[config.mk]
export PLATFORM = sky130hd
export DESIGN_NAME = frq_job_fifo
export DESIGN_NICKNAME = d
export VERILOG_FILES = /design/src/design/assert_macros.svh /design/src/design/frq_pkg.sv /design/src/design/frq_job_fifo.sv
export SDC_FILE = /design/constraint.sdc
export NUM_CORES = 1
export LEC_CHECK = 0
export ABC_CLOCK_PERIOD_IN_PS = 1600
export BUFFER_PORTS_ARGS = -buffer_cell sky130_fd_sc_hd__clkbuf_2
export CAP_MARGIN = 20
export CORE_MARGIN = 2
export CORE_UTILIZATION = 45
export DETAILED_ROUTE_END_ITERATION = 8
export GPL_TIMING_DRIVEN = 0
export HOLD_SLACK_MARGIN = 0.06
export PLACE_DENSITY = 0.73
export SLEW_MARGIN = 20
export SYNTH_ARGS = -nofsm -noshare
export SYNTH_HDL_FRONTEND = slang
export SYNTH_SLANG_ARGS = --single-unit
[constraint.sdc]
create_clock -name i_clk -period 1.6 [get_ports i_clk]
set_input_delay 0.16 -clock i_clk [delete_from_list [all_inputs] [get_ports i_clk]]
set_output_delay 0.16 -clock i_clk [all_outputs]
set_load 0.01 [all_outputs]
[src/design/assert_macros.svh]
// Assertion macros shared by the frame ring queue modules.
`ifndef ASSERT_MACROS_SVH
`define ASSERT_MACROS_SVH
`ifndef ASSERT_OFF
// The property must hold at every clock edge outside reset.
`define ASSERT_HOLDS(lbl, clk, rst_n, prop) \
    lbl: assert property (@(posedge clk) disable iff (!rst_n) (prop)) \
        else $error("property violated");
// The condition must never be true outside reset.
`define ASSERT_NEVER(lbl, clk, rst_n, cond) \
    lbl: assert property (@(posedge clk) disable iff (!rst_n) !(cond)) \
        else $error("forbidden condition seen");
`else
`define ASSERT_HOLDS(lbl, clk, rst_n, prop)
`define ASSERT_NEVER(lbl, clk, rst_n, cond)
`endif
`endif

[src/design/frq_pkg.sv]
// Package with the types, constants and helper functions of the frame ring queue.
package frq_pkg;

    // Storage geometry.
    localparam int SLOTS       = 16;
    localparam int FRAME_BYTES = 64;
    localparam int SLOT_W      = $clog2(SLOTS);
    localparam int CNT_W       = $clog2(SLOTS + 1);
    localparam int ADDR_W      = $clog2(SLOTS * FRAME_BYTES);

    // Field widths of the beats.
    localparam int CMD_W    = 2;
    localparam int BYTE_W   = 8;
    localparam int LEN_W    = 7;
    localparam int STATUS_W = 2;

    // Configuration port.
    localparam int PADDR_W       = 3;
    localparam int PDATA_W       = 32;
    localparam int SLOTS_CFG_W   = 5;
    localparam int LIMIT_CFG_W   = 7;
    localparam logic [SLOTS_CFG_W-1:0] ACTIVE_SLOTS_RST = 5'd16;
    localparam logic [LIMIT_CFG_W-1:0] FRAME_LIMIT_RST  = 7'd64;
    localparam logic REG_ACTIVE_SLOTS = 1'b0;
    localparam logic REG_FRAME_LIMIT  = 1'b1;

    // Job queue between the front and back ends.
    localparam int QDEPTH = 4;
    localparam int QPTR_W = $clog2(QDEPTH);
    localparam logic [QPTR_W:0] QCNT_FULL = (QPTR_W + 1)'(QDEPTH);
    localparam int PEND_W = $clog2(QDEPTH + 1);
    localparam logic [PEND_W-1:0] PEND_MAX = PEND_W'(QDEPTH);
    localparam logic [CNT_W-1:0] SLOTS_CNT = CNT_W'(SLOTS);

    typedef enum logic [CMD_W-1:0] {
        CMD_APPEND  = 2'd0,
        CMD_READ    = 2'd1,
        CMD_DISCARD = 2'd2,
        CMD_CLEAR   = 2'd3
    } t_cmd;

    typedef enum logic [STATUS_W-1:0] {
        ST_OK       = 2'd0,
        ST_FULL     = 2'd1,
        ST_TOO_LONG = 2'd2,
        ST_EMPTY    = 2'd3
    } t_status;

    // One unit of work for the back end: a single result, or a burst over a stored frame.
    typedef struct packed {
        logic              burst;
        t_status           status;
        logic [LEN_W-1:0]  len;
        logic [SLOT_W-1:0] slot;
    } t_job;

    // First byte address of a slot in the frame store.
    function automatic logic [ADDR_W-1:0] slot_base(input logic [SLOT_W-1:0] slot);
        return ADDR_W'(slot) * ADDR_W'(FRAME_BYTES);
    endfunction

endpackage

[src/design/frq_job_fifo.sv]
// Short job queue that decouples the command front end from the result back end.
module frq_job_fifo (
    input  logic          i_clk,
    input  logic          i_rst_n,
    input  logic          i_push,
    input  frq_pkg::t_job i_job,
    output logic          o_full,
    input  logic          i_pop,
    output frq_pkg::t_job o_job,
    output logic          o_empty
);

    frq_pkg::t_job               r_mem [frq_pkg::QDEPTH];
    logic [frq_pkg::QPTR_W-1:0]  r_wp;
    logic [frq_pkg::QPTR_W-1:0]  r_rp;
    logic [frq_pkg::QPTR_W:0]    r_cnt;

    // Pointers and fill level.
    always_ff @(posedge i_clk) begin
        if (!i_rst_n) begin
            r_wp  <= '0;
            r_rp  <= '0;
            r_cnt <= '0;
        end else begin
            if (i_push) begin
                r_wp <= r_wp + 1'b1;
            end
            if (i_pop) begin
                r_rp <= r_rp + 1'b1;
            end
            priority if (i_push && !i_pop) begin
                r_cnt <= r_cnt + 1'b1;
            end else if (i_pop && !i_push) begin
                r_cnt <= r_cnt - 1'b1;
            end else begin
                r_cnt <= r_cnt;
            end
        end
    end

    // Entry storage.
    always_ff @(posedge i_clk) begin
        if (i_push) begin
            r_mem[r_wp] <= i_job;
        end
    end

    assign o_job   = r_mem[r_rp];
    assign o_full  = (r_cnt == frq_pkg::QCNT_FULL);
    assign o_empty = (r_cnt == '0);

endmodule

=== After elaboration in Yosys (flattened, before gate mapping) ===
Memories as Yosys holds them, arrays and structs flattened. A register that Yosys moved wholly into a read port is not among the register bits.
Index checks and enable logic that the tools add are counted.

* $add $sub $neg: 4
* Eq/ne operators: 1
* Reductions and logical operators: 6
* Multiplexer cells: 6

{| class="wikitable"
|+ Operators by type and width
! cell !! number
|-
| 3-bit two-way mux || 2
|-
| 2-bit by 1-bit adder with 2-bit output, second input constant || 2
|-
| 2-bit two-way mux || 2
|-
| 3-bit by 1-bit adder with 3-bit output, second input constant || 1
|-
| 3-bit equality test, second input constant || 1
|-
| 3-bit zero test || 1
|-
| 3-bit by 1-bit subtractor with 3-bit output, second input constant || 1
|-
| 1-bit logical AND || 2
|-
| 1-bit zero test || 2
|-
| 1-bit two-way mux || 2
|-
| 2-bit nonzero test || 1
|}

* RAM bits: 56
* Memories kept: 1
* Register bits: 7
* Input port bits: 18

{| class="wikitable"
|+ Memories
! name !! words !! bits a word !! read ports !! clocked after Yosys merged registers in !! wr ports !! RTL line !! RTL
|-
| r_mem || 4 || 14 || 1 || 1 || 1 || frq_job_fifo.sv:13 || <nowiki>frq_pkg::t_job r_mem [frq_pkg::QDEPTH];</nowiki>
|}

=== Depth between registers and ports, before layout ===
* Word-level depth: 4
* Mapped depth: 7
* Gate-level depth less buffers: 7

=== Least setup slack after synthesis ===
OpenSTA, ideal clock, no wires.

* Path kind: input to register
* Start point: in i_pop
* End point: reg r_cnt[2] (netlist bit)
* Setup time: 0.076 ns
* Required time: 1.524 ns
* Slack: 0.163 ns
* Arrival time: 1.361 ns
* Stages: 7
* Path through: inv_1 > ha_1 > inv_1 > fa_1 > xor2_1 > or3_1 > a21boi_0

* Longest elaborated chain between the ends: 3
* Elaborated cells on any way between the ends: 5

{| class="wikitable"
|+ Ends and longest elaborated chain
! what !! RTL line !! RTL
|-
| from (decl) || frq_job_fifo.sv:8 || <nowiki>input logic i_pop,</nowiki>
|-
| 1-bit zero test || frq_job_fifo.sv:31 || <nowiki>priority if (i_push && !i_pop) begin</nowiki>
|-
| 1-bit logical AND || frq_job_fifo.sv:31 ||
|-
| 3-bit two-way mux / 2-bit nonzero test (equally long branches) || n/a ||
|-
| to (signal assigned) || frq_job_fifo.sv:32 || <nowiki>r_cnt <= r_cnt + 1'b1;</nowiki>
|-
| to (signal assigned) || frq_job_fifo.sv:34 || <nowiki>r_cnt <= r_cnt - 1'b1;</nowiki>
|-
| to (signal assigned) || frq_job_fifo.sv:36 || <nowiki>r_cnt <= r_cnt;</nowiki>
|-
| to (decl) || frq_job_fifo.sv:16 || <nowiki>logic [frq_pkg::QPTR_W:0] r_cnt;</nowiki>
|}

Parallel ways exist; a longest one is shown, timed or not.
A chain may end at the register's enable or synchronous reset.

==> results.cfg <==
[synthesis]
synth_area_per_inst_sq_um = 21.5
synthesis.area_sq_um = 2490
sequential_to_total_area_share_from_yosys_stat_pct = 74.7
syn_nets = 140
yosysUniqueCellTypes = 21
number_of_register_bits_inferred_by_synthesis = 65
synth.top_cell.area_share_pct = 67.4
ys.warnings.count = 0
synth_top_cell_by_area = sky130_fd_sc_hd__edfxtp_1
post_synth_main_area_contributors = sky130_fd_sc_hd__edfxtp_1 67%, sky130_fd_sc_hd__mux4_2 9.0%, sky130_fd_sc_hd__dfxtp_1 7.2%
synthCells = 116

[sta]
tightestPinTransition_ps = 390
finalCritPeriodShare_pct = 108
final-hold-violation-count = 0
finalWorstSetupSlack_ps = -122
clock-skew-final_ps = 5.02
max_freq_ghz = 0.581
min_period_ps = 1720
finalMaxSlewViolations = 0
timing.max_slew.rel_slack_pct = 74.0
timing.final.setup_violations = 14
unrepaired_setup_endpoints_after_global_routing = true

[global_route]
grt_first_pass_wirelength_mm = 6.58
grt_max_degree = 15
initial_antenna_violation_count = 0
grt.total_usage_pct = 15.0
grt_pass1_vias = 1323
grt_overflow = 0

[cells_and_area]
multiInputGateArea_sq_um = 571
final_core_util_pct = 57.3
final_layout_size_suffix_gt1_share_pct = 40.3
nNetsFinal = 200
most-common-layout-cells = 56 x sky130_fd_sc_hd__edfxtp_1, 32 x sky130_fd_sc_hd__clkbuf_2, 14 x sky130_fd_sc_hd__mux4_2, 14 x sky130_fd_sc_hd__dlygate4sd3_1, 9 x sky130_fd_sc_hd__clkbuf_8
area_growth_syn_to_layout_pct = 25.0
fill_cells = 440
antenna_cells = 0
register_area_sq_um = 1860
most_common_cell_after_layout_fill_and_taps_aside = sky130_fd_sc_hd__edfxtp_1

[cts]
cts-htree-levels = 3
tritoncts_num_sinks = 65
worstSkewPairLatency_ps = 330
path_clk_slew_ps = 70
tritoncts = yes
clk_root_buffer_cell = sky130_fd_sc_hd__clkbuf_8
cts-buffers-inserted = 9
cts.path.max_buffers = 2

[setup_path]
required_ps = 1440
worst-path-buf-inv = 3
crit_arrival_ps = 1560
cp_cell_sequence = buf_6, buf_6, mux4_2, clkbuf_2
critPathCaptureType = output port
critical-path-max-stage-delay_ps = 500
critical_path_cell_count = 4
cp_common_cell = sky130_fd_sc_hd__buf_6
startpoint_class_of_the_critical_path = register
critical_path_peak_fanout = 4
crit_path_top_delay_cell = sky130_fd_sc_hd__mux4_2
timing.critical_path.max_delay_family = multiplexers
worst-setup-path-type = reg2out
worst-r2r-cell-count = 4

[detailed_routing]
wl_per_cell_um = 15.9
drc = 0
detail_route.wirelength.met1_mm = 1.68
highest-signal-layer = met4
antenna_violating_nets_post_route = 0
initialDrtViolationCount = 91
first_pass_iters = 4
routed-wl-met3_um = 163
met2_length_mm = 2.11
detail_route.wirelength_mm = 4.02
vias = 1242
vias_per_cell = 4.91

[power]
p_per_area_nw_per_um2 = 1210
totalPowerFinal_mw = 3.77
leakagePower_nw = 1.12
vdd.ir_drop.worst_mv = 0.647

[placed_design]
gp_routability_congestion = 0.640
portBuffers = 33
dp_slack_ps = -116
hpwl_dp_mm = 2.55

[die]
initial_cell_density_of_the_core_pct = 45.8
die_w_um = 78.4
rows = 27
vertical_die_dimension_um = 78.4
pin_count = 34
floorplan.die_area_sq_um = 6150
core_region_area_sq_um = 5440

[hold_path]
hold_path_depth = 2
worstHoldPathType = in2reg

[flow_run]
cap_violations = 0

[outcome]
status = complete, but fails checks
failed_checks = setup timing
## power breakdown
part           total, mW  internal (mW)  switching [mW]
Combinational      0.459          0.247           0.212
Sequential          1.99           1.94          0.0462
Clock               1.33          0.715           0.613
## stage by stage
step | hold WS, ps | setup TNS, ps | instances | cell area (sq um)
floorplan | 259 | 0 | 116 | 2490
global placement | 374 | -12.0 | 221 | 2750
detailed placement | 382 | -116 | 221 | 2750
global route | 137 | -2310 | 253 | 3120
finish | 139 | -1520 | 253 | 3120
CTS | 121 | -1890 | 253 | 3110
## final timing paths
check | from | endpoint | slack [ps]
max | register | o_job[9] | -120
min | i_rst_n | r_wp[0] | 140
max reg2reg | r_cnt[0] | r_cnt[2] | 80
min reg2reg | r_cnt[2] | r_cnt[2] | 540
## cells in the mapped netlist
library cell / instances
sky130_fd_sc_hd__mux4_1: 4
sky130_fd_sc_hd__or3_1: 1
sky130_fd_sc_hd__nor3_1: 1
sky130_fd_sc_hd__ha_1: 5
sky130_fd_sc_hd__mux4_2: 10
sky130_fd_sc_hd__a21boi_0: 1
sky130_fd_sc_hd__inv_1: 4
sky130_fd_sc_hd__nor3b_1: 1
sky130_fd_sc_hd__and2_1: 9
sky130_fd_sc_hd__nand2_1: 1
sky130_fd_sc_hd__buf_2: 1
sky130_fd_sc_hd__xor2_1: 3
sky130_fd_sc_hd__xnor2_1: 2
sky130_fd_sc_hd__dfxtp_1: 9
sky130_fd_sc_hd__mux2i_1: 2
sky130_fd_sc_hd__buf_6: 1
sky130_fd_sc_hd__o21ai_0: 1
sky130_fd_sc_hd__edfxtp_1: 56
sky130_fd_sc_hd__nor2b_1: 2
sky130_fd_sc_hd__fa_1: 1
sky130_fd_sc_hd__buf_12: 1
## cell families (layout without fill, tap and decap cells)
| kind of cell | Yosys count | after routing | share of synthesized area [%] |
|---|---|---|---|
| muxes | 16 | 16 | 14.0 |
| adders and majority gates | 6 | 6 | 3.31 |
| DFF | 65 | 65 | 74.7 |
| and+or+nand+nor | 15 | 15 | 3.66 |
| AOI/OAI and AO/OA | 2 | 2 | 0.502 |
| buffers and inverters | 7 | 72 | 2.06 |
| xor gates and xnor gates | 5 | 5 | 1.76 |
## state kept, by name, summed over array words and instances, names as in the netlist, named ones only
name / cells
r_rp: 2
r_cnt: 3
r_mem: 56
r_wp: 2
## layout make-up
type | count | area share (%)
Clock inverter | 7 | 2.25
Clock buffer | 9 | 3.97
Multi-Input combinational cell | 44 | 18.3
Tap cell | 72 | 2.89
Buffer | 3 | 1.24
Timing Repair Buffer | 49 | 11.0
Inverter | 4 | 0.482
Sequential cell | 65 | 59.8
## worst reg2reg max path: stages (launching register included)
cell                       delay (ps)
sky130_fd_sc_hd__dfxtp_2          350
sky130_fd_sc_hd__fa_1             430
sky130_fd_sc_hd__xor2_1           170
sky130_fd_sc_hd__or3_1            300
sky130_fd_sc_hd__a21boi_0         180
## layer usage
metal,vias to the layer above,track usage [%]
li1,580,-
met1,619,17.6
met2,36,24.7
met3,7,4.60
met4,0,8.42
met5,-,0
## what timing repair did
item	in CTS	in global routing
buffers inserted	1	0
gates cloned	1	0
endpoints found under the hold margin	56	0
hold buffers	14	0
resized for setup	8	6
endpoints found under the setup margin	14	71
pin swaps	0	0
(Power assumes the default switching activity.)
