===== config.mk =====
export PLATFORM = sky130hd
export DESIGN_NAME = frq_front_flat
export DESIGN_NICKNAME = d
export VERILOG_FILES = /design/src/design/frq_pkg.sv /design/src/design/frq_if.sv /design/src/design/frq_front.sv /design/src/flat_wrapper.sv
export VERILOG_INCLUDE_DIRS = /design/src /design/src/design
export SDC_FILE = /design/constraint.sdc
export NUM_CORES = 1
export LEC_CHECK = 0
export ABC_AREA = 1
export BUFFER_PORTS_ARGS = -buffer_cell sky130_fd_sc_hd__buf_4
export CAP_MARGIN = 0
export CORE_ASPECT_RATIO = 0.8
export CORE_MARGIN = 3
export CORE_UTILIZATION = 55
export DETAILED_ROUTE_END_ITERATION = 10
export PLACE_DENSITY = 0.76
export REMOVE_ABC_BUFFERS = 1
export SYNTH_ARGS = -nofsm -noshare
export SYNTH_HDL_FRONTEND = slang
export SYNTH_SLANG_ARGS = --single-unit

===== constraint.sdc =====
create_clock -name i_clk -period 2.95 [get_ports i_clk]
set_input_delay 0.295 -clock i_clk [delete_from_list [all_inputs] [get_ports i_clk]]
set_output_delay 0.295 -clock i_clk [all_outputs]
set_load 0.01 [all_outputs]

===== src/design/assert_macros.svh =====
// Assertion macros shared by the frame ring queue modules.
`ifndef ASSERT_MACROS_SVH
`define ASSERT_MACROS_SVH
`ifndef ASSERT_OFF
// The property must hold at every clock edge outside reset.
`define ASSERT_HOLDS(lbl, clk, rst_n, prop) \
    lbl: assert property (@(posedge clk) disable iff (!rst_n) (prop)) \
        else $error("property violated");
// The condition must never be true outside reset.
`define ASSERT_NEVER(lbl, clk, rst_n, cond) \
    lbl: assert property (@(posedge clk) disable iff (!rst_n) !(cond)) \
        else $error("forbidden condition seen");
`else
`define ASSERT_HOLDS(lbl, clk, rst_n, prop)
`define ASSERT_NEVER(lbl, clk, rst_n, cond)
`endif
`endif


===== src/design/frq_pkg.sv =====
// Package with the types, constants and helper functions of the frame ring queue.
package frq_pkg;

    // Storage geometry.
    localparam int SLOTS       = 16;
    localparam int FRAME_BYTES = 64;
    localparam int SLOT_W      = $clog2(SLOTS);
    localparam int CNT_W       = $clog2(SLOTS + 1);
    localparam int ADDR_W      = $clog2(SLOTS * FRAME_BYTES);

    // Field widths of the beats.
    localparam int CMD_W    = 2;
    localparam int BYTE_W   = 8;
    localparam int LEN_W    = 7;
    localparam int STATUS_W = 2;

    // Configuration port.
    localparam int PADDR_W       = 3;
    localparam int PDATA_W       = 32;
    localparam int SLOTS_CFG_W   = 5;
    localparam int LIMIT_CFG_W   = 7;
    localparam logic [SLOTS_CFG_W-1:0] ACTIVE_SLOTS_RST = 5'd16;
    localparam logic [LIMIT_CFG_W-1:0] FRAME_LIMIT_RST  = 7'd64;
    localparam logic REG_ACTIVE_SLOTS = 1'b0;
    localparam logic REG_FRAME_LIMIT  = 1'b1;

    // Job queue between the front and back ends.
    localparam int QDEPTH = 4;
    localparam int QPTR_W = $clog2(QDEPTH);
    localparam logic [QPTR_W:0] QCNT_FULL = (QPTR_W + 1)'(QDEPTH);
    localparam int PEND_W = $clog2(QDEPTH + 1);
    localparam logic [PEND_W-1:0] PEND_MAX = PEND_W'(QDEPTH);
    localparam logic [CNT_W-1:0] SLOTS_CNT = CNT_W'(SLOTS);

    typedef enum logic [CMD_W-1:0] {
        CMD_APPEND  = 2'd0,
        CMD_READ    = 2'd1,
        CMD_DISCARD = 2'd2,
        CMD_CLEAR   = 2'd3
    } t_cmd;

    typedef enum logic [STATUS_W-1:0] {
        ST_OK       = 2'd0,
        ST_FULL     = 2'd1,
        ST_TOO_LONG = 2'd2,
        ST_EMPTY    = 2'd3
    } t_status;

    // One unit of work for the back end: a single result, or a burst over a stored frame.
    typedef struct packed {
        logic              burst;
        t_status           status;
        logic [LEN_W-1:0]  len;
        logic [SLOT_W-1:0] slot;
    } t_job;

    // First byte address of a slot in the frame store.
    function automatic logic [ADDR_W-1:0] slot_base(input logic [SLOT_W-1:0] slot);
        return ADDR_W'(slot) * ADDR_W'(FRAME_BYTES);
    endfunction

endpackage


===== src/design/frq_if.sv =====
// Valid/ready channel interfaces for input items and result beats.
interface frq_in_if;
    logic                      valid;
    logic                      ready;
    logic [frq_pkg::CMD_W-1:0]  cmd;
    logic [frq_pkg::BYTE_W-1:0] data_byte;
    logic                      last_byte;

    modport source (output valid, cmd, data_byte, last_byte, input ready);
    modport sink   (input valid, cmd, data_byte, last_byte, output ready);
endinterface



===== src/design/frq_front.sv =====
// Front end: accepts items, keeps the ring state and frame lengths, writes bytes, queues jobs.
`include "assert_macros.svh"

module frq_front (
    input  logic                            i_clk,
    input  logic                            i_rst_n,
    frq_in_if.sink                          i_item,
    input  logic [frq_pkg::SLOTS_CFG_W-1:0] i_active_slots,
    input  logic [frq_pkg::LIMIT_CFG_W-1:0] i_frame_limit,
    output logic                            o_push,
    output frq_pkg::t_job                   o_job,
    input  logic                            i_q_full,
    input  logic                            i_burst_done,
    output logic                            o_wr_en,
    output logic [frq_pkg::ADDR_W-1:0]      o_wr_addr,
    output logic [frq_pkg::BYTE_W-1:0]      o_wr_data
);

    logic [frq_pkg::SLOT_W-1:0] r_head, n_head;
    logic [frq_pkg::SLOT_W-1:0] r_tail, n_tail;
    logic [frq_pkg::CNT_W-1:0]  r_count, n_count;
    logic [frq_pkg::LEN_W-1:0]  r_wlen, n_wlen;
    logic                       r_open, n_open;
    frq_pkg::t_status           r_reject, n_reject;
    logic [frq_pkg::PEND_W-1:0] r_rd_pend, n_rd_pend;
    logic [frq_pkg::LEN_W-1:0]  r_len_store [frq_pkg::SLOTS];

    logic [frq_pkg::CNT_W-1:0]  eff_slots;
    logic [frq_pkg::LEN_W-1:0]  eff_limit;
    frq_pkg::t_cmd              cmd;
    logic                       acc;
    frq_pkg::t_status           open_rej;
    logic [frq_pkg::LEN_W-1:0]  cur_len;
    logic [frq_pkg::LEN_W-1:0]  head_len;
    logic                       len_we;
    logic [frq_pkg::LEN_W-1:0]  len_wdata;

    // Next ring position, wrapping at the number of slots in use.
    function automatic logic [frq_pkg::SLOT_W-1:0] step_index(
        input logic [frq_pkg::SLOT_W-1:0] idx,
        input logic [frq_pkg::CNT_W-1:0]  lim
    );
        logic [frq_pkg::CNT_W-1:0] inc;
        inc = frq_pkg::CNT_W'(idx) + frq_pkg::CNT_W'(1);
        return (inc >= lim) ? '0 : frq_pkg::SLOT_W'(inc);
    endfunction

    // Register values saturated into their legal ranges.
    always_comb begin
        priority if (i_active_slots == '0) begin
            eff_slots = frq_pkg::CNT_W'(1);
        end else if (int'(i_active_slots) > frq_pkg::SLOTS) begin
            eff_slots = frq_pkg::SLOTS_CNT;
        end else begin
            eff_slots = frq_pkg::CNT_W'(i_active_slots);
        end
        priority if (i_frame_limit == '0) begin
            eff_limit = frq_pkg::LEN_W'(1);
        end else if (int'(i_frame_limit) > frq_pkg::FRAME_BYTES) begin
            eff_limit = frq_pkg::LEN_W'(frq_pkg::FRAME_BYTES);
        end else begin
            eff_limit = i_frame_limit;
        end
    end

    // An append waits while any frame read is still queued or fetching bytes, so a
    // slot being read is never overwritten.
    assign cmd          = frq_pkg::t_cmd'(i_item.cmd);
    assign i_item.ready = !i_q_full && ((cmd != frq_pkg::CMD_APPEND) || (r_rd_pend == '0));
    assign acc          = i_item.valid && i_item.ready;

    // Frame state as seen by this byte: a new frame checks for a free slot.
    assign open_rej = r_open ? r_reject :
                      ((r_count >= eff_slots) ? frq_pkg::ST_FULL : frq_pkg::ST_OK);
    assign cur_len  = r_open ? r_wlen : '0;
    assign head_len = r_len_store[r_head];

    // Command decode and ring state update.
    always_comb begin
        n_head    = r_head;
        n_tail    = r_tail;
        n_count   = r_count;
        n_wlen    = r_wlen;
        n_open    = r_open;
        n_reject  = r_reject;
        n_rd_pend = r_rd_pend;
        o_push    = 1'b0;
        o_job     = '{burst: 1'b0, status: frq_pkg::ST_OK, len: '0, slot: '0};
        o_wr_en   = 1'b0;
        o_wr_addr = frq_pkg::slot_base(r_tail) + frq_pkg::ADDR_W'(cur_len);
        o_wr_data = i_item.data_byte;
        len_we    = 1'b0;
        len_wdata = '0;
        if (acc) begin
            o_push = 1'b1;
            unique case (cmd)
                frq_pkg::CMD_APPEND: begin
                    o_job.status = open_rej;
                    o_job.len    = cur_len;
                    if (open_rej == frq_pkg::ST_OK) begin
                        if (cur_len >= eff_limit) begin
                            o_job.status = frq_pkg::ST_TOO_LONG;
                        end else begin
                            o_wr_en   = 1'b1;
                            o_job.len = cur_len + 1'b1;
                        end
                    end
                    if (i_item.last_byte) begin
                        if (o_job.status == frq_pkg::ST_OK) begin
                            len_we    = 1'b1;
                            len_wdata = o_job.len;
                            n_tail    = step_index(r_tail, eff_slots);
                            n_count   = r_count + 1'b1;
                        end
                        n_open   = 1'b0;
                        n_wlen   = '0;
                        n_reject = frq_pkg::ST_OK;
                    end else begin
                        n_open   = 1'b1;
                        n_wlen   = o_job.len;
                        n_reject = o_job.status;
                    end
                end
                frq_pkg::CMD_CLEAR: begin
                    n_head  = r_tail;
                    n_count = '0;
                end
                frq_pkg::CMD_READ, frq_pkg::CMD_DISCARD: begin
                    if (r_count == '0) begin
                        o_job.status = frq_pkg::ST_EMPTY;
                    end else begin
                        o_job.len = head_len;
                        if ((cmd == frq_pkg::CMD_READ) && (head_len != '0)) begin
                            o_job.burst = 1'b1;
                            o_job.slot  = r_head;
                        end
                        n_head  = step_index(r_head, eff_slots);
                        n_count = r_count - 1'b1;
                    end
                end
                default: begin
                    o_push = 1'b0;
                end
            endcase
        end
        // Outstanding frame reads: one more per burst queued, one less per burst finished.
        priority if ((o_push && o_job.burst) && !i_burst_done) begin
            n_rd_pend = r_rd_pend + 1'b1;
        end else if (!(o_push && o_job.burst) && i_burst_done) begin
            n_rd_pend = r_rd_pend - 1'b1;
        end else begin
            n_rd_pend = r_rd_pend;
        end
    end

    // Control state.
    always_ff @(posedge i_clk) begin
        if (!i_rst_n) begin
            r_head    <= '0;
            r_tail    <= '0;
            r_count   <= '0;
            r_wlen    <= '0;
            r_open    <= 1'b0;
            r_reject  <= frq_pkg::ST_OK;
            r_rd_pend <= '0;
        end else begin
            r_head    <= n_head;
            r_tail    <= n_tail;
            r_count   <= n_count;
            r_wlen    <= n_wlen;
            r_open    <= n_open;
            r_reject  <= n_reject;
            r_rd_pend <= n_rd_pend;
        end
    end

    // Stored frame lengths, written when a frame is committed.
    always_ff @(posedge i_clk) begin
        if (len_we) begin
            r_len_store[r_tail] <= len_wdata;
        end
    end

    `ASSERT_NEVER(a_count_bound, i_clk, i_rst_n, r_count > frq_pkg::SLOTS_CNT)
    `ASSERT_NEVER(a_pend_bound, i_clk, i_rst_n, r_rd_pend > frq_pkg::PEND_MAX)
    `ASSERT_HOLDS(a_burst_has_frame, i_clk, i_rst_n, (o_push && o_job.burst) |-> (r_count != '0))

endmodule


===== src/flat_wrapper.sv =====
// flat-port wrapper written by rule: the top's interface ports become plain ports
module frq_front_flat 
  (i_clk, i_rst_n, i_active_slots, i_frame_limit, o_push, o_job, i_q_full, i_burst_done, o_wr_en, o_wr_addr, o_wr_data, i_item_valid, i_item_cmd, i_item_data_byte, i_item_last_byte, i_item_ready);
  frq_in_if i_item_i ();
  input  logic i_clk;
  input  logic i_rst_n;
  input  logic [frq_pkg::SLOTS_CFG_W-1:0] i_active_slots;
  input  logic [frq_pkg::LIMIT_CFG_W-1:0] i_frame_limit;
  output logic o_push;
  output frq_pkg::t_job o_job;
  input  logic i_q_full;
  input  logic i_burst_done;
  output logic o_wr_en;
  output logic [frq_pkg::ADDR_W-1:0] o_wr_addr;
  output logic [frq_pkg::BYTE_W-1:0] o_wr_data;
  input wire logic [$bits(i_item_i.valid)-1:0] i_item_valid;
  input wire logic [$bits(i_item_i.cmd)-1:0] i_item_cmd;
  input wire logic [$bits(i_item_i.data_byte)-1:0] i_item_data_byte;
  input wire logic [$bits(i_item_i.last_byte)-1:0] i_item_last_byte;
  output wire logic [$bits(i_item_i.ready)-1:0] i_item_ready;
  assign i_item_i.valid = i_item_valid;
  assign i_item_i.cmd = i_item_cmd;
  assign i_item_i.data_byte = i_item_data_byte;
  assign i_item_i.last_byte = i_item_last_byte;
  assign i_item_ready = i_item_i.ready;
  frq_front u_core (.i_clk(i_clk), .i_rst_n(i_rst_n), .i_item(i_item_i), .i_active_slots(i_active_slots), .i_frame_limit(i_frame_limit), .o_push(o_push), .o_job(o_job), .i_q_full(i_q_full), .i_burst_done(i_burst_done), .o_wr_en(o_wr_en), .o_wr_addr(o_wr_addr), .o_wr_data(o_wr_data));
endmodule

* Word level (Yosys, flattened, before mapping)
Memories as Yosys holds them, arrays and structs flattened. A register that Yosys moved wholly into a read port is not among the register bits.
Index checks and enable logic that the tools add are counted.
** Word-level totals
- Bits in registers :: 26
- Memory bits (writable) :: 112
- Output and inout port bits :: 35
- Logic and storage cells :: 105
- Memories :: 1
** Operators by class
- $add $sub $neg :: 8
- $lt $le $gt $ge :: 6
- Equality and inequality tests :: 6
- Multiplexer cells :: 51
- Reductions and logical operators :: 26
** Memory list
- u_core.r_len_store :: words 16, width 7, read ports 1, clocked after Yosys merged registers in 1, write ports 1, RTL line frq_front.sv:26 : logic [frq_pkg::LEN_W-1:0] r_len_store [frq_pkg::SLOTS];
** Operators by type and width (count)
- $mux 7 :: 9
- $mux 4 :: 7
- $mux 9 :: 3
- $mux 5 :: 5
- $pmux 9 s2 :: 1
- $mux 1 :: 16
- $ge 5x5->1 :: 3
- $pmux 5 s3 :: 1
- $mux 14 :: 1
- $mux 11 :: 1
- $add 10x7->10 :: 1
- $add 4x1->5 const B :: 2
- $logic_not 5->1 :: 2
- $mux 2 :: 4
- $pmux 4 s2 :: 1
- $reduce_and 4->1 :: 2
- $add 7x1->7 const B :: 1
- $ge 7x7->1 :: 1
- $gt 7x7->1 const B :: 1
- $logic_not 7->1 :: 1
- $reduce_bool 7->1 :: 1
- $logic_and 1x1->1 :: 6
- $logic_not 2->1 :: 3
- $mux 3 :: 2
- other kinds (16) :: 22

* Depth between registers and ports, before layout
- Depth in word-level cells :: 17
- Mapped depth :: 20
- Depth with buffers taken out :: 18

* Least setup slack after synthesis
No wires, ideal clock.
- Kind :: in2reg
- Start point :: input port i_active_slots[1] (netlist name)
- End point :: memory u_core.r_len_store[2][0] (netlist name) (enable)
- Library setup time :: 0.360 ns
- Arrival time :: 2.513 ns
- Required time :: 2.590 ns
- Slack :: 0.077 ns
- Stages :: 14
- Path buffers :: 0
- Cell sequence :: or4_1 -> o21ai_0 -> ha_1 -> inv_1 -> nand2_1 -> nand4_1 -> nand3_1 -> nand2_1 -> nand2_1 -> nor2_1 -> nand3_4 -> inv_2 -> nand2_1 -> nor2_1
** Between the ends
- Word-level cells in the longest chain between the ends :: 17
** RTL lines
- start, declared :: RTL line flat_wrapper.sv:7 : input logic [frq_pkg::SLOTS_CFG_W-1:0] i_active_slots;
- $gt 5x5->1 :: RTL line frq_front.sv:52 : end else if (int'(i_active_slots) > frq_pkg::SLOTS) begin
- $mux 5 :: RTL line frq_front.sv:52
- $mux 5 (*) :: RTL line frq_front.sv:50 : priority if (i_active_slots == '0) begin
- $ge 5x5->1 (*) :: RTL line frq_front.sv:74 : ((r_count >= eff_slots) ? frq_pkg::ST_FULL : frq_pkg::ST_OK);
- $mux 1 (*) :: RTL line frq_front.sv:74
- $mux 2 (*) :: RTL line frq_front.sv:73 : assign open_rej = r_open ? r_reject :
- $mux 2 / $logic_not 2->1 (equally long branches) :: RTL line frq_front.sv:101, frq_front.sv:100
- $mux 9 (*) :: RTL line frq_front.sv:100 : if (open_rej == frq_pkg::ST_OK) begin
- $mux 9 (*) :: RTL line frq_front.sv:96 : unique case (cmd)
- $mux 9 (*) :: RTL line frq_front.sv:94 : if (acc) begin
- $logic_not 2->1 (*) :: RTL line frq_front.sv:109 : if (o_job.status == frq_pkg::ST_OK) begin
- $mux 1 (*) :: RTL line frq_front.sv:109
- $mux 1 (*) :: RTL line frq_front.sv:108 : if (i_item.last_byte) begin
- $mux 1 (*) :: RTL line frq_front.sv:96
- $mux 1 (*) :: RTL line frq_front.sv:94
- $mux 1 (*) :: RTL line frq_front.sv:179 : if (len_we) begin
- $mux 1 (implied by the code) (*) :: RTL line frq_front.sv:180 : r_len_store[r_tail] <= len_wdata;
- end, declared :: RTL line frq_front.sv:26
Every way passes the cells marked *; elsewhere a longest branch is shown, timed or not. The select of a mux whose other input is x is not followed.

==> flow_summary.ini <==
[clock_network]
clock_path_buffers = 2
path_clk_slew_ns = 0.06
cts_hold_buf = 0
worst_skew_pair.late_latency_ns = 0.42
tritoncts = yes
cts-htree-levels = 4
clock_sinks = 142
cts-root-buf = clkbuf_16
cts-buffers-inserted = 17

[synthesis]
netlist_top_cells_area = edfxtp_1 (44%), nand2_1 (13%), dfxtp_1 (7.8%)
synthArstFlopShare_pct = 0
synth.most_common_cell = nand2_1
synth_area_leader_cell = edfxtp_1
synth_common_cells = nand2_1 (275), edfxtp_1 (112), inv_1 (112)
synth_edf_count = 112
synth_ff_type = edfxtp_1
yosys.area.top_type_share_pct = 44.0
avgSynthCellArea_um2 = 8.48
synth_cells = 902
synth_area_um2 = 7650
yosys_warnings = 0
synth-seq-cells = 142
synth_cell_types = 40
seq_area_frac_synth_pct = 51.8

[finish]
postLayoutCellArea_um2 = 9550
antenna_cells = 0
fin_cells = 1183
fin_nets = 1062
drive_gt1_share_pct = 21.3
nFillCells = 938
synthToLayoutAreaGrowth_pct = 24.8

[setup_path]
cp.required_ns = 2.65
critPathArrivalTime_ns = 2.63
crit_type = flop to primary output
rr_worst_depth = 18
start_kind = flop
timing.rr.end = u_core.r_rd_pend[2]
crit_fanout = 10
worstSetupEndpointType = primary output
reg2reg_slack_ns = 0.23
cp-endpoint = o_job[5]
cp-startpoint = u_core.r_open

[power]
peakVddDrop_mv = 0.375
leakagePower_nw = 4.26
p_per_area_nw_per_um2 = 543

[sta]
fin_ws_ns = 0.0290
max_freq_mhz = 342
finalCriticalPeriod_ns = 2.92
holdWs_ns = 0.204
hold_viol_final = 0
slew-limit-headroom_pct = 59.8
worst_slew_pin_slew_ns = 0.597
clock_skew_ns = 0.00624
slew_viol_final = 0
fin_crit_sh_pct = 99.0
rsz0062_at_grt = yes
setup_viol = 0

[global_routing]
antenna_found_initial = 0
grt_pass1_wl_mm = 30.1
grt_max_degree = 52
grt_pass1_vias = 5929
grt_use_total_pct = 25.6
gr-total-overflow = 0

[floorplan]
coreArea_um2 = 13200
rows = 37
dieArea_um2 = 15400
die_y_um = 112
ios = 63
start_util_pct = 57.8
die_w_um = 138

[routing]
postRouteAntennaNets = 0
drt-initial-drc-count = 797
vias_per_cell = 5.59
drt-total-wl_mm = 20.7
via_count = 6613
dr.pass1.iters = 8
drt-wirelength-per-cell_um = 17.5
drc_errors = 0

[place]
io_buffers = 46
placed_area_um2 = 8440
hpwl_mm = 13.2
place_congestion = 0.930
placedCellCount = 1132
post-place-ws_ns = -0.122

[run_status]
status = finished, final reports clean

[worst_hold_path]
holdCritPathClass = input port to flop

[run]
cap_violations = 0
per-stage QoR:
stage,power (mW),util [%],setup TNS [ns]
2_1_floorplan,2.64,-,-27.48
3_3_place_gp,2.85,63.7,-0.847
3_5_place_dp,2.87,63.7,-10.75
4_1_cts,5.10,68.9,0
5_1_grt,5.37,72.1,-0.688
6_report,5.19,72.1,0
what timing repair did:
action,4_1_cts,5_1_grt
resized for setup,14,73
pin swaps,5,19
buffers inserted,4,13
endpoints found under the setup margin,8,10
cloned,0,3
critical path, stage by stage, from the launching register on:
cell and delay (ns):
dfxtp_4 0.37, buf_6 0.13, nand2_2 0.09, inv_2 0.06, ha_4 0.25, a21o_1 0.18, nor2_2 0.14, nand3_2 0.10
buf_4 0.19, nand2_1 0.09, o21ai_1 0.10, nand2_2 0.10, nand3_2 0.09, a21oi_2 0.17, buf_4 0.15
flip-flops by register name, summed over array words and instances, names as in the netlist, named ones only:
register            count
u_core.r_tail           4
u_core.r_reject         2
u_core.r_rd_pend        3
u_core.r_head           4
u_core.r_open           1
u_core.r_len_store    112
u_core.r_wlen           7
u_core.r_count          5
cell usage in the layout, fill, tap and decap left out, types with 4 or more instances in the layout:
| cell | n |
|---|---|
| inv_2 | 8 |
| o21ai_0 | 24 |
| nor2_1 | 86 |
| xor2_1 | 9 |
| o21ai_1 | 4 |
| ha_1 | 31 |
| nand2_4 | 4 |
| clkinvlp_4 | 4 |
| nor3_1 | 7 |
| nand2_2 | 20 |
| edfxtp_1 | 112 |
| nand3_2 | 6 |
| clkbuf_16 | 20 |
| nand3_1 | 83 |
| nand4_1 | 6 |
| clkinv_4 | 4 |
| buf_4 | 95 |
| buf_12 | 8 |
| buf_6 | 4 |
| a21oi_1 | 30 |
| a21oi_2 | 8 |
| dfxtp_1 | 28 |
| inv_1 | 103 |
| o211ai_1 | 4 |
| nand2_1 | 250 |
| ha_4 | 6 |
power breakdown:
part,switching (mW),internal (mW),leakage [nW]
logic,0.492,0.289,2.45
registers,0.0326,2.16,1.52
clock network,0.873,1.34,0.293
cell type report:
cell class	count	area, um^2	area share, %
Sequential cell	142	3970	41.6
Multi-Input combinational cell	605	3270	34.3
Timing Repair Buffer	111	1010	10.6
Inverter	118	463	4.85
Clock buffer	17	425	4.45
Tap cell	175	219	2.29
Clock inverter	15	188	1.97
cell families (layout without fill, tap and decap cells):
group / count (synthesis) / count (layout) / synth area share (%)
AOI/OAI and AO/OA: 83 / 83 / 6.15
buffers and inverters: 155 / 261 / 8.71
xor gates and xnor gates: 9 / 9 / 1.03
adders and majority gates: 39 / 39 / 6.57
and+or+nand+nor: 474 / 474 / 25.7
DFF: 142 / 142 / 51.8
metal layers:
layer | global-route usage [%] | up-vias | part of all wire (%)
li1 | - | 3123 | -
met1 | 36.8 | 3087 | 43
met2 | 38.8 | 361 | 46
met3 | 6.91 | 42 | 9.2
met4 | 6.71 | 0 | 1.8
met5 | 0 | - | 0
worst min path at each step:
stage | start | cells after the start | to | slack [ns]
finish | i_rst_n | 3 | u_core.r_count[1] | 0.20
global route | i_rst_n | 3 | u_core.r_count[4] | 0.21
CTS | i_rst_n | 3 | u_core.r_count[1] | 0.20
detailed placement | u_core.r_rd_pend[2] | 2 | u_core.r_rd_pend[2] | 0.46
global placement | u_core.r_wlen[1] | 2 | u_core.r_wlen[1] | 0.45
floorplan | i_rst_n | 2 | u_core.r_count[2] | 0.42
Power figures use the tool's default switching activity.
