**src/design/assert_macros.svh**
```systemverilog
// Assertion macros shared by the frame ring queue modules.
`ifndef ASSERT_MACROS_SVH
`define ASSERT_MACROS_SVH
`ifndef ASSERT_OFF
// The property must hold at every clock edge outside reset.
`define ASSERT_HOLDS(lbl, clk, rst_n, prop) \
    lbl: assert property (@(posedge clk) disable iff (!rst_n) (prop)) \
        else $error("property violated");
// The condition must never be true outside reset.
`define ASSERT_NEVER(lbl, clk, rst_n, cond) \
    lbl: assert property (@(posedge clk) disable iff (!rst_n) !(cond)) \
        else $error("forbidden condition seen");
`else
`define ASSERT_HOLDS(lbl, clk, rst_n, prop)
`define ASSERT_NEVER(lbl, clk, rst_n, cond)
`endif
`endif

```
**src/design/frq_pkg.sv**
```systemverilog
// Package with the types, constants and helper functions of the frame ring queue.
package frq_pkg;

    // Storage geometry.
    localparam int SLOTS       = 16;
    localparam int FRAME_BYTES = 64;
    localparam int SLOT_W      = $clog2(SLOTS);
    localparam int CNT_W       = $clog2(SLOTS + 1);
    localparam int ADDR_W      = $clog2(SLOTS * FRAME_BYTES);

    // Field widths of the beats.
    localparam int CMD_W    = 2;
    localparam int BYTE_W   = 8;
    localparam int LEN_W    = 7;
    localparam int STATUS_W = 2;

    // Configuration port.
    localparam int PADDR_W       = 3;
    localparam int PDATA_W       = 32;
    localparam int SLOTS_CFG_W   = 5;
    localparam int LIMIT_CFG_W   = 7;
    localparam logic [SLOTS_CFG_W-1:0] ACTIVE_SLOTS_RST = 5'd16;
    localparam logic [LIMIT_CFG_W-1:0] FRAME_LIMIT_RST  = 7'd64;
    localparam logic REG_ACTIVE_SLOTS = 1'b0;
    localparam logic REG_FRAME_LIMIT  = 1'b1;

    // Job queue between the front and back ends.
    localparam int QDEPTH = 4;
    localparam int QPTR_W = $clog2(QDEPTH);
    localparam logic [QPTR_W:0] QCNT_FULL = (QPTR_W + 1)'(QDEPTH);
    localparam int PEND_W = $clog2(QDEPTH + 1);
    localparam logic [PEND_W-1:0] PEND_MAX = PEND_W'(QDEPTH);
    localparam logic [CNT_W-1:0] SLOTS_CNT = CNT_W'(SLOTS);

    typedef enum logic [CMD_W-1:0] {
        CMD_APPEND  = 2'd0,
        CMD_READ    = 2'd1,
        CMD_DISCARD = 2'd2,
        CMD_CLEAR   = 2'd3
    } t_cmd;

    typedef enum logic [STATUS_W-1:0] {
        ST_OK       = 2'd0,
        ST_FULL     = 2'd1,
        ST_TOO_LONG = 2'd2,
        ST_EMPTY    = 2'd3
    } t_status;

    // One unit of work for the back end: a single result, or a burst over a stored frame.
    typedef struct packed {
        logic              burst;
        t_status           status;
        logic [LEN_W-1:0]  len;
        logic [SLOT_W-1:0] slot;
    } t_job;

    // First byte address of a slot in the frame store.
    function automatic logic [ADDR_W-1:0] slot_base(input logic [SLOT_W-1:0] slot);
        return ADDR_W'(slot) * ADDR_W'(FRAME_BYTES);
    endfunction

endpackage

```
**src/design/frq_if.sv**
```systemverilog


interface frq_out_if;
    logic                        valid;
    logic                        ready;
    logic [frq_pkg::STATUS_W-1:0] status;
    logic [frq_pkg::BYTE_W-1:0]   out_byte;
    logic                        byte_valid;
    logic [frq_pkg::LEN_W-1:0]    frame_length;
    logic                        last;

    modport source (output valid, status, out_byte, byte_valid, frame_length, last,
                    input ready);
    modport sink   (input valid, status, out_byte, byte_valid, frame_length, last,
                    output ready);
endinterface

```
**src/design/frq_back.sv**
```systemverilog
// Back end: turns queued jobs into result beats, reading frame bytes through a two-stage pipe.
`include "assert_macros.svh"

module frq_back (
    input  logic                       i_clk,
    input  logic                       i_rst_n,
    input  frq_pkg::t_job              i_job,
    input  logic                       i_q_empty,
    output logic                       o_pop,
    output logic                       o_burst_done,
    output logic                       o_rd_en,
    output logic [frq_pkg::ADDR_W-1:0] o_rd_addr,
    input  logic [frq_pkg::BYTE_W-1:0] i_rd_data,
    frq_out_if.source                  o_result
);

    // Byte position within the burst at the queue head.
    logic [frq_pkg::LEN_W-1:0]  r_idx, n_idx;

    // Stage A: beat whose byte, if any, is in the RAM output register.
    logic                       r_a_vld;
    logic                       r_a_single;
    frq_pkg::t_status           r_a_status;
    logic [frq_pkg::LEN_W-1:0]  r_a_len;
    logic                       r_a_last;

    // Stage B: the output register.
    logic                       r_o_valid;
    frq_pkg::t_status           r_o_status;
    logic [frq_pkg::BYTE_W-1:0] r_o_byte;
    logic                       r_o_bvalid;
    logic [frq_pkg::LEN_W-1:0]  r_o_len;
    logic                       r_o_last;

    logic                       adv_b;
    logic                       a_free;
    logic                       take;
    logic                       burst_last;

    assign adv_b      = !r_o_valid || o_result.ready;
    assign a_free     = !r_a_vld || adv_b;
    assign take       = a_free && !i_q_empty;
    assign burst_last = ((r_idx + 1'b1) == i_job.len);

    // Job issue: a single result pops at once, a burst reads one byte a cycle while stage A is free.
    always_comb begin
        o_pop        = 1'b0;
        o_burst_done = 1'b0;
        o_rd_en      = 1'b0;
        o_rd_addr    = frq_pkg::slot_base(i_job.slot) + frq_pkg::ADDR_W'(r_idx);
        n_idx        = r_idx;
        if (take) begin
            if (i_job.burst) begin
                o_rd_en = 1'b1;
                if (burst_last) begin
                    o_pop        = 1'b1;
                    o_burst_done = 1'b1;
                    n_idx        = '0;
                end else begin
                    n_idx = r_idx + 1'b1;
                end
            end else begin
                o_pop = 1'b1;
            end
        end
    end

    // Pipeline control.
    always_ff @(posedge i_clk) begin
        if (!i_rst_n) begin
            r_idx     <= '0;
            r_a_vld   <= 1'b0;
            r_o_valid <= 1'b0;
        end else begin
            r_idx <= n_idx;
            if (a_free) begin
                r_a_vld <= take;
            end
            if (adv_b) begin
                r_o_valid <= r_a_vld;
            end
        end
    end

    // Pipeline payload.
    always_ff @(posedge i_clk) begin
        if (a_free && take) begin
            r_a_single <= !i_job.burst;
            r_a_status <= i_job.status;
            r_a_len    <= i_job.len;
            r_a_last   <= !i_job.burst || burst_last;
        end
        if (adv_b && r_a_vld) begin
            r_o_status <= r_a_status;
            r_o_byte   <= r_a_single ? '0 : i_rd_data;
            r_o_bvalid <= !r_a_single;
            r_o_len    <= r_a_len;
            r_o_last   <= r_a_last;
        end
    end

    assign o_result.valid        = r_o_valid;
    assign o_result.status       = r_o_status;
    assign o_result.out_byte     = r_o_byte;
    assign o_result.byte_valid   = r_o_bvalid;
    assign o_result.frame_length = r_o_len;
    assign o_result.last         = r_o_last;

    `ASSERT_HOLDS(a_done_pops, i_clk, i_rst_n, o_burst_done |-> o_pop)
    `ASSERT_HOLDS(a_idle_idx_zero, i_clk, i_rst_n, i_q_empty |-> (r_idx == '0))
    `ASSERT_HOLDS(a_byte_has_len, i_clk, i_rst_n, (r_a_vld && !r_a_single) |-> (r_a_len != '0))

endmodule

```
**src/flat_wrapper.sv**
```systemverilog
// flat-port wrapper written by rule: the top's interface ports become plain ports
module frq_back_flat 
  (i_clk, i_rst_n, i_job, i_q_empty, o_pop, o_burst_done, o_rd_en, o_rd_addr, i_rd_data, o_result_valid, o_result_status, o_result_out_byte, o_result_byte_valid, o_result_frame_length, o_result_last, o_result_ready);
  frq_out_if o_result_i ();
  input  logic i_clk;
  input  logic i_rst_n;
  input  frq_pkg::t_job i_job;
  input  logic i_q_empty;
  output logic o_pop;
  output logic o_burst_done;
  output logic o_rd_en;
  output logic [frq_pkg::ADDR_W-1:0] o_rd_addr;
  input  logic [frq_pkg::BYTE_W-1:0] i_rd_data;
  output wire logic [$bits(o_result_i.valid)-1:0] o_result_valid;
  output wire logic [$bits(o_result_i.status)-1:0] o_result_status;
  output wire logic [$bits(o_result_i.out_byte)-1:0] o_result_out_byte;
  output wire logic [$bits(o_result_i.byte_valid)-1:0] o_result_byte_valid;
  output wire logic [$bits(o_result_i.frame_length)-1:0] o_result_frame_length;
  output wire logic [$bits(o_result_i.last)-1:0] o_result_last;
  input wire logic [$bits(o_result_i.ready)-1:0] o_result_ready;
  assign o_result_valid = o_result_i.valid;
  assign o_result_status = o_result_i.status;
  assign o_result_out_byte = o_result_i.out_byte;
  assign o_result_byte_valid = o_result_i.byte_valid;
  assign o_result_frame_length = o_result_i.frame_length;
  assign o_result_last = o_result_i.last;
  assign o_result_i.ready = o_result_ready;
  frq_back u_core (.i_clk(i_clk), .i_rst_n(i_rst_n), .i_job(i_job), .i_q_empty(i_q_empty), .o_pop(o_pop), .o_burst_done(o_burst_done), .o_rd_en(o_rd_en), .o_rd_addr(o_rd_addr), .i_rd_data(i_rd_data), .o_result(o_result_i));
endmodule
```
**config.mk**
```make
export PLATFORM = sky130hd
export DESIGN_NAME = frq_back_flat
export DESIGN_NICKNAME = d
export VERILOG_FILES = /design/src/design/frq_pkg.sv /design/src/design/frq_if.sv /design/src/design/frq_back.sv /design/src/flat_wrapper.sv
export VERILOG_INCLUDE_DIRS = /design/src /design/src/design
export SDC_FILE = /design/constraint.sdc
export NUM_CORES = 1
export LEC_CHECK = 0
export ABC_AREA = 1
export BUFFER_PORTS_ARGS = -buffer_cell sky130_fd_sc_hd__buf_2
export CAP_MARGIN = 15
export CORE_MARGIN = 2
export CORE_UTILIZATION = 40
export DETAILED_ROUTE_END_ITERATION = 16
export GPL_TIMING_DRIVEN = 0
export PLACE_DENSITY = 0.77
export SLEW_MARGIN = 40
export SYNTH_ARGS = -nofsm -noshare
export SYNTH_HDL_FRONTEND = slang
export SYNTH_SLANG_ARGS = --single-unit
```
**constraint.sdc**
```tcl
create_clock -name i_clk -period 2.33 [get_ports i_clk]
set_clock_uncertainty 0.05 [all_clocks]
set_input_delay 0.233 -clock i_clk [delete_from_list [all_inputs] [get_ports i_clk]]
set_output_delay 0.233 -clock i_clk [all_outputs]
set_load 0.02 [all_outputs]
```
==> Yosys cells after proc, flatten, opt, wreduce, memory -nomap -nowiden <==
Cells that the tools add are included.
{ "op_classes": {"add_sub_neg": 2, "n_eq_ne": 1, "muxes": 8, "reduce_logical": 12} }
{ "ops": {"columns": ["operator", "count"], "rows": [
  ["10-bit by 7-bit adder with 10-bit output", 1],
  ["7-bit by 1-bit adder with 7-bit output, second input constant", 1],
  ["7-bit == test", 1],
  ["1-bit 2-to-1 mux", 7],
  ["7-bit 2-to-1 mux", 1],
  ["1-bit zero test", 5],
  ["1-bit logical AND", 3],
  ["1-bit logical OR", 3],
  ["2-bit AND reduction", 1]
]} }
{ "totals": {"ff_bits": 39, "in_bits": 26, "output_inout_bits": 33, "word_cells": 35} }

==> Depth between registers and ports, before layout <==
Gate-level depths: netlist of run 1.
{ "depth": {"depth_word": 5, "mapped_depth": 12, "ltp_nobuf": 12} }

==> Worst setup path before layout of run 1 <==
Ideal clock, no wire load.
{ "synth_timing": {"path_type": "reg2out", "startpoint": "register u_core.r_idx[0] (netlist name)", "endpoint": "output port o_pop", "arrival_ns": 1.623, "slack_ns": 0.424, "stages_incl_launch_ff": 12, "path_buffers": 0, "path_cell_list": "dfxtp_1 -> ha_1 -> nand2_2 -> nor2_4 -> nand2_1 -> nand2_1 -> nand2_1 -> nand2_1 -> nand2_1 -> nor2_2 -> nand2_1 -> a21oi_1"} }
{ "synth_between": {"elab_chain_len": 5} }
{ "synth_lines": {"columns": ["item", "line_no", "source"], "rows": [
  ["start: declaration", "frq_back.sv:18", "logic [frq_pkg::LEN_W-1:0] r_idx, n_idx;"],
  ["start signal: assignment", "frq_back.sv:75", "r_idx <= n_idx;"],
  ["7-bit by 1-bit adder with 7-bit output", "frq_back.sv:43", "assign burst_last = ((r_idx + 1'b1) == i_job.len);"],
  ["7-bit == test", "frq_back.sv:43", null],
  ["1-bit 2-to-1 mux", "frq_back.sv:55", "if (burst_last) begin"],
  ["1-bit 2-to-1 mux", "frq_back.sv:53", "if (i_job.burst) begin"],
  ["1-bit 2-to-1 mux", "frq_back.sv:52", "if (take) begin"],
  ["end: declaration", "flat_wrapper.sv:9", "output logic o_pop;"]
]} }
Every way passes these cells.

==> Worst setup path in the final report of run 1 <==
{ "layout_timing": {"startpoint": "register u_core.r_idx[1] (netlist name)", "endpoint": "output port o_burst_done"} }
{ "layout_between": {"elab_chain_len": 5} }
{ "layout_lines": {"columns": ["item", "line_no", "source"], "rows": [
  ["7-bit by 1-bit adder with 7-bit output", "frq_back.sv:43", null],
  ["7-bit == test", "frq_back.sv:43", null],
  ["1-bit 2-to-1 mux", "frq_back.sv:55", null],
  ["1-bit 2-to-1 mux", "frq_back.sv:53", null],
  ["1-bit 2-to-1 mux", "frq_back.sv:52", null],
  ["end: declaration", "flat_wrapper.sv:10", "output logic o_burst_done;"]
]} }
Every way passes these cells.

==> impl_metrics.py, run 1 <==
metrics = {
    "run_status": {
        "status": "finished clean",
    },
    "grt": {
        "grt_use_total": 0.128,
        "grt.overflow.total": 0,
        "grt_pass1_wl_um": 4930,
        "antenna_found_initial": 0,
        "grt_pass1_vias": 1136,
        "grt_max_degree": 20,
    },
    "hold_path": {
        "hp-start": "i_job[11]",
        "min_path_type": "primary input to register",
        "hold_end": "u_core.r_a_status[0]",
        "min_path_cells": 1,
    },
    "sta": {
        "finalHoldWorstSlack_ns": 0.0825,
        "post-route-worst-setup-slack_ns": 0.155,
        "relSlewSlack": 0.608,
        "final.min_clock_period_ns": 2.18,
        "finalSetupTns_ns": 0,
        "maxSlewViolCount": 0,
        "period_share": 0.934,
        "setup_viol_count_final": 0,
        "max_clock_freq_ghz": 0.460,
        "tightest_slew_ns": 0.587,
        "finalHoldViolations": 0,
    },
    "synthesis": {
        "synthesis.area_um2": 1690,
        "synthTopCellsByArea": "edfxtp_1 (53%), dfxtp_1 (11%), nand2_1 (7.3%)",
        "synth_top_cell_by_area": "edfxtp_1",
        "yosysUniqueCellTypes": 22,
        "ys_ff_latch": 39,
        "yosysTopAreaCellShare": 0.533,
        "syn_area_per_cell_um2": 10.3,
        "synth_top_family_by_area": "simple AND/OR/NAND/NOR gates",
        "synth_fa_ha_area_frac": 0.0222,
        "yosys_warnings": 0,
        "synthSimpleGateAreaFrac": 0.175,
        "synth-seq-area-share": 0.639,
        "synth_nets": 193,
        "synth-xor-area-share": 0.0259,
        "synth_compound_area_frac": 0.0392,
        "muxShareOfSynthArea": 0,
        "syn_inst": 164,
    },
    "place": {
        "hpwl_um": 2300,
        "dp_slack_ns": 0.301,
        "post_dp_cell_area_um2": 2060,
        "routabilityCongestion": 0.745,
        "port_buffers": 58,
    },
    "pwr": {
        "switchingPower_uw": 368,
        "netSwitchingFraction": 0.221,
        "seqPwrFrac": 0.485,
        "p_leak_uw": 0.00106,
        "p_clk_frac": 0.390,
        "powerDensity_nw_per_um2": 749,
        "ir_drop_v": 0.000342,
        "p_int_uw": 1300,
        "combPwrFrac": 0.125,
    },
    "floorplanning": {
        "die_h_um": 69.0,
        "fp.dieW_um": 69.0,
        "fp-row-count": 23,
        "ios": 59,
        "initial_core_util": 0.420,
        "core_area_um2": 4030,
        "dieArea_um2": 4770,
    },
    "setup_path": {
        "path_cells": "ha_2 > inv_1 > nand2_1 > nand2_1 > nor2_1 > nand2_1 > inv_1 > nand2_1 > nor2_2 > nand3_2 > inv_1 > buf_2",
        "end_kind": "primary output",
        "r2r_end": "u_core.r_idx[2]",
        "cp_data_required_time_ns": 2.05,
        "arrival_ns": 1.89,
        "slowest_stage": "dfxtp_4",
        "crit_path_frequent_cell": "nand2_1",
        "cp-start-kind": "register",
        "path_max_fanout": 5,
        "critical_path_class": "register to primary output",
        "cpPeakStageDelay_ns": 0.36,
        "reg2reg_slack_ns": 0.60,
        "r2r_start": "u_core.r_idx[1]",
        "reg2regPathDepth": 12,
    },
    "clock_network": {
        "cts_buffers": 5,
        "clk_latency_ns": 0.28,
        "holdBufCountCts": 0,
        "cts-htree-levels": 2,
        "cts_num_sinks": 39,
        "clock-root-buffer": "clkbuf_8",
        "tritoncts": "done",
        "clk_pin_slew_worst_paths_ns": 0.07,
        "clock_path_buffers": 2,
    },
    "route": {
        "drc": 0,
        "drt_iter0_drc": 103,
        "post_drt_via_cell_ratio": 4.49,
        "first_pass_iters": 5,
        "drt_wl_total_um": 3110,
        "detail-route-antenna-nets": 0,
        "vias": 1265,
        "wl_per_cell_um": 11.0,
    },
    "final_layout": {
        "nets": 260,
        "final_cell_mix": "buf_2 (58), nand2_1 (31), inv_1 (30), edfxtp_1 (30), nor2_1 (19)",
        "final_common_cell": "buf_2",
        "finish.utilization": 0.553,
        "area_growth_syn_to_layout_pct": 31.7,
        "design_area_um2": 2230,
        "diodes": 0,
        "layout-drive-gt1-share": 0.384,
    },
    "job": {
        "maxCapViolCount": 0,
    },
}
-- worst max-delay path, delay by kind of cell, from the launching register on --
| kind | cells | cell delay, ns |
|---|---|---|
| fa+ha+maj | 1 | 0.33 |
| flops | 1 | 0.36 |
| buf+inv | 4 | 0.33 |
| simple gates | 7 | 0.59 |
-- worst max-delay path by stage --
stage | cells past startpoint | start | end
finish | 12 | u_core.r_idx[1] | o_burst_done
global route | 12 | u_core.r_idx[1] | o_pop
global placement | 3 | o_result_ready | u_core.o_result.status[0]
detailed placement | 12 | u_core.r_idx[0] | o_pop
CTS | 12 | u_core.r_idx[1] | o_pop
floorplan | 11 | u_core.r_idx[0] | o_pop
-- cells in the mapped netlist --
| cell | count |
|---|---|
| a21oi_1 | 4 |
| dfxtp_1 | 9 |
| buf_4 | 6 |
| nand2_2 | 1 |
| xnor2_1 | 2 |
| inv_1 | 30 |
| nand3_2 | 2 |
| nor2_4 | 1 |
| buf_2 | 1 |
| o21bai_1 | 1 |
| nor2_1 | 19 |
| xor2_1 | 3 |
| o21ai_0 | 6 |
| edfxtp_1 | 30 |
| nand2_4 | 1 |
| nand2_1 | 33 |
| ha_1 | 3 |
| nand3_1 | 8 |
| o21ai_2 | 1 |
| nor2_2 | 1 |
| clkbuf_1 | 1 |
| nand4_1 | 1 |
-- power groups by stage --
| stage | clock, uW | combinational (uW) | sequential, uW |
|---|---|---|---|
| floorplan | 0 | 109 | 844 |
| global placement | 0 | 192 | 825 |
| detailed placement | 0 | 198 | 827 |
| CTS | 662 | 200 | 812 |
| global route | 691 | 232 | 814 |
| finish | 650 | 208 | 810 |
-- logic make-up (layout without fill, tap and decap cells) --
group	after synthesis	after routing
simple gates	67	67
flops	39	39
xor+xnor	5	5
fa+ha+maj	3	3
buf+inv	38	106
compound gates	12	12
-- metal layers --
metal | part of all wire | up-vias | track usage
met5 | 0 | - | 0
met4 | 0.0093 | 0 | 0.0392
met3 | 0.070 | 5 | 0.0439
met2 | 0.51 | 40 | 0.221
met1 | 0.41 | 575 | 0.148
li1 | - | 645 | -
-- per-stage QoR --
| step | total power, uW | instances |
|---|---|---|
| finish | 1670 | 282 |
| global route | 1740 | 282 |
| CTS | 1670 | 280 |
| detailed placement | 1020 | 272 |
| global placement | 1020 | 272 |
| floorplan | 953 | 164 |
-- final cells by class --
type                            count  area (um2)
Clock buffer                        6        72.6
Clock inverter                      2        60.1
Tap cell                           50        62.6
Multi-Input combinational cell     87         470
Inverter                           30         113
Timing Repair Buffer               60         308
Buffer                              8        53.8
Fill cell                         369        1800
Sequential cell                    39        1090
-- registers in the layout, summed over array words and instances, names as in the netlist --
register	cells
u_core.o_result.status	2
u_core.o_result.frame_length	7
u_core.r_idx	7
u_core.o_result.out_byte	8
u_core.o_result.byte_valid	1
u_core.o_result.valid	1
u_core.o_result.last	1
u_core.r_a_status	2
u_core.r_a_vld	1
u_core.r_a_len	7
u_core.r_a_last	1
u_core.r_a_single	1
-- repair_timing --
| action | 4_1_cts | 5_1_grt |
|---|---|---|
| endpoints found under the setup margin | 1 | 2 |
| cloned | 0 | 0 |
| setup buffers | 0 | 2 |
| pin swaps | 0 | 2 |
| resized for setup | 1 | 9 |
No activity file was read; power rests on OpenSTA's default activity.
==> run 2: changes to the inputs <==
ABC_AREA = not set   (was 1)
==> run 2 against run 1 <==
  * The run now ends with negative setup slack left
  * Sequential cell count stayed put
  * Cell area is 3.9% higher
  * Non-clock buffer count up 7
  * Worst setup slack worse by 0.15 ns
  * Wire length is 16% higher
  * Area after synthesis increased by 2.4%
  * Critical path type unchanged
  * Total power down 17%
  * First-iteration DRC count down 35%
  * Die area is 2.3% higher
  * Final cell count shrank 10%
==> impl_metrics.py, run 2 <==
metrics = {
    "run_status": {
        "status": "finished with violations",
        "violations": "negative setup slack",
    },
    "grt": {
        "grt_use_total": 0.140,
        "grt_pass1_vias": 1153,
        "grt_pass1_wl_um": 5400,
        "antenna_found_initial": 0,
        "grt_max_degree": 13,
        "grt.overflow.total": 0,
    },
    "synthesis": {
        "synth_common_cells": "edfxtp_1 (30), nor2b_1 (10), dfxtp_1 (9)",
        "async_reset_ff_frac": 0,
        "syn_area_per_cell_um2": 13.6,
        "synthTopCellsByArea": "edfxtp_1 (52%), dfxtp_1 (10%), nor2b_1 (3.6%)",
        "yosysMostFrequentCell": "edfxtp_1",
        "synthesis.area_um2": 1730,
        "synth_nets": 156,
        "synth-seq-area-share": 0.624,
        "ys.flop_type": "edfxtp_1",
        "yosys_warnings": 0,
        "syn_inst": 127,
        "synth_top_cell_by_area": "edfxtp_1",
        "yosysUniqueCellTypes": 38,
        "ys_ff_latch": 39,
        "yosysTopAreaCellShare": 0.520,
        "synth-edff-count": 30,
    },
    "setup_path": {
        "end_kind": "primary output",
        "arrival_ns": 2.05,
        "path_cells": "ha_4 > xor2_1 > o211ai_1 > a22oi_2 > nor3_4 > o21a_1 > buf_2",
        "crit_buf_inv": 1,
        "cp_data_required_time_ns": 2.05,
        "cp-start-kind": "register",
        "crit_family": "compound AO/OA/AOI/OAI gates",
        "critical_path_class": "register to primary output",
        "slowest_stage": "dfxtp_4",
        "path_max_fanout": 5,
        "cpPeakStageDelay_ns": 0.37,
    },
    "sta": {
        "relSlewSlack": 0.566,
        "finalSetupTns_ns": -0.000155,
        "tightest_slew_ns": 0.650,
        "setup_viol_count_final": 1,
        "max_clock_freq_ghz": 0.429,
        "period_share": 1.00,
        "rsz0062_at_grt": "true",
        "finalHoldViolations": 0,
        "post-route-worst-setup-slack_ns": -0.000155,
        "final.min_clock_period_ns": 2.33,
        "maxSlewViolCount": 0,
    },
    "clock_network": {
        "clock_path_buffers": 2,
        "tritoncts": "done",
        "clk_latency_ns": 0.28,
        "holdBufCountCts": 0,
        "cts_buffers": 5,
        "cts_num_sinks": 39,
        "clk_pin_slew_worst_paths_ns": 0.07,
        "cts-htree-levels": 2,
        "clock-root-buffer": "clkbuf_8",
    },
    "place": {
        "post_dp_cell_area_um2": 2100,
        "routabilityCongestion": 0.719,
        "port_buffers": 58,
        "hpwl_um": 2430,
        "dp_cells": 236,
        "dp_slack_ns": 0.0484,
    },
    "route": {
        "post_drt_via_cell_ratio": 5.01,
        "detail-route-antenna-nets": 0,
        "first_pass_iters": 6,
        "wl_per_cell_um": 14.2,
        "drc": 0,
        "vias": 1268,
        "drt_iter0_drc": 67,
        "drt_wl_total_um": 3610,
    },
    "floorplanning": {
        "fp.dieW_um": 69.8,
        "core_area_um2": 4090,
        "fp-row-count": 23,
        "initial_core_util": 0.424,
        "dieArea_um2": 4870,
        "die_h_um": 69.8,
        "ios": 59,
    },
    "final_layout": {
        "final_cell_mix": "buf_2 (57), edfxtp_1 (30), buf_4 (16), nor2b_1 (9), dfxtp_1 (6)",
        "area_growth_syn_to_layout_pct": 33.6,
        "layout.cells.non_filler": 253,
        "nets": 231,
        "finish.utilization": 0.566,
        "nFillCells": 354,
        "design_area_um2": 2310,
        "diodes": 0,
        "largest_reg_flops": 8,
        "final_common_cell": "buf_2",
        "layout-drive-gt1-share": 0.488,
    },
    "pwr": {
        "p_leak_uw": 0.000968,
        "powerDensity_nw_per_um2": 598,
        "ir_drop_v": 0.000303,
    },
    "job": {
        "maxCapViolCount": 0,
    },
    "hold_path": {
        "min_path_type": "primary input to register",
    },
}
[run 2: layout make-up]
type	count	area (um2)	area share
multi-input cells	76	634	0.274
plain buffers	7	56.3	0.0243
inverters	5	18.8	0.00811
clock buffers	7	76.3	0.0330
well taps	50	62.6	0.0270
clock inverters	1	5.00	0.00216
repair buffers	68	372	0.161
flip-flops and latches	39	1090	0.471
[run 2: report_power, final]
part / switching [uW] / internal [uW]
clock network: 213 / 210
registers: 13.1 / 783
logic: 99.2 / 67.0
total: 325 / 1060
[run 2: final timing paths]
check	slack (ns)	start	to	cells past startpoint
max	-0.0002	u_core.r_idx[1]	o_pop	7
min	0.07	i_job[12]	u_core.r_a_status[1]	1
max reg2reg	0.27	u_core.r_idx[1]	u_core.r_idx[5]	7
min reg2reg	0.37	u_core.r_a_len[2]	u_core.o_result.frame_length[2]	0
[run 2: timing repair]
item / CTS / global route
hold endpoints to repair: 0 / 0
pin swaps: 1 / 6
setup buffers: 1 / 8
resized for setup: 9 / 5
cloned: 0 / 0
setup endpoints to repair: 2 / 2
[run 2: layer usage]
layer  wire (um)  up-vias  track usage
li1            -      616            -
met1        1420      584        0.169
met2        1860       62        0.242
met3         284        6       0.0407
met4          38        0       0.0385
met5           0        -            0
[run 2: logic make-up after synthesis]
family / after synthesis / share of synthesized area
AOI/OAI and AO/OA: 16 / 0.0722
xor gates and xnor gates: 11 / 0.0599
adders and majority gates: 3 / 0.0217
buffers and inverters: 12 / 0.0433
DFF: 39 / 0.624
muxes: 2 / 0.0116
and+or+nand+nor: 44 / 0.168
[run 2: metrics by stage]
step	power, uW	hold slack, ns
finish	1380	0.0732
global route	1440	0.0647
CTS	1390	0.0667
detailed placement	962	0.357
global placement	955	0.351
floorplan	899	0.275
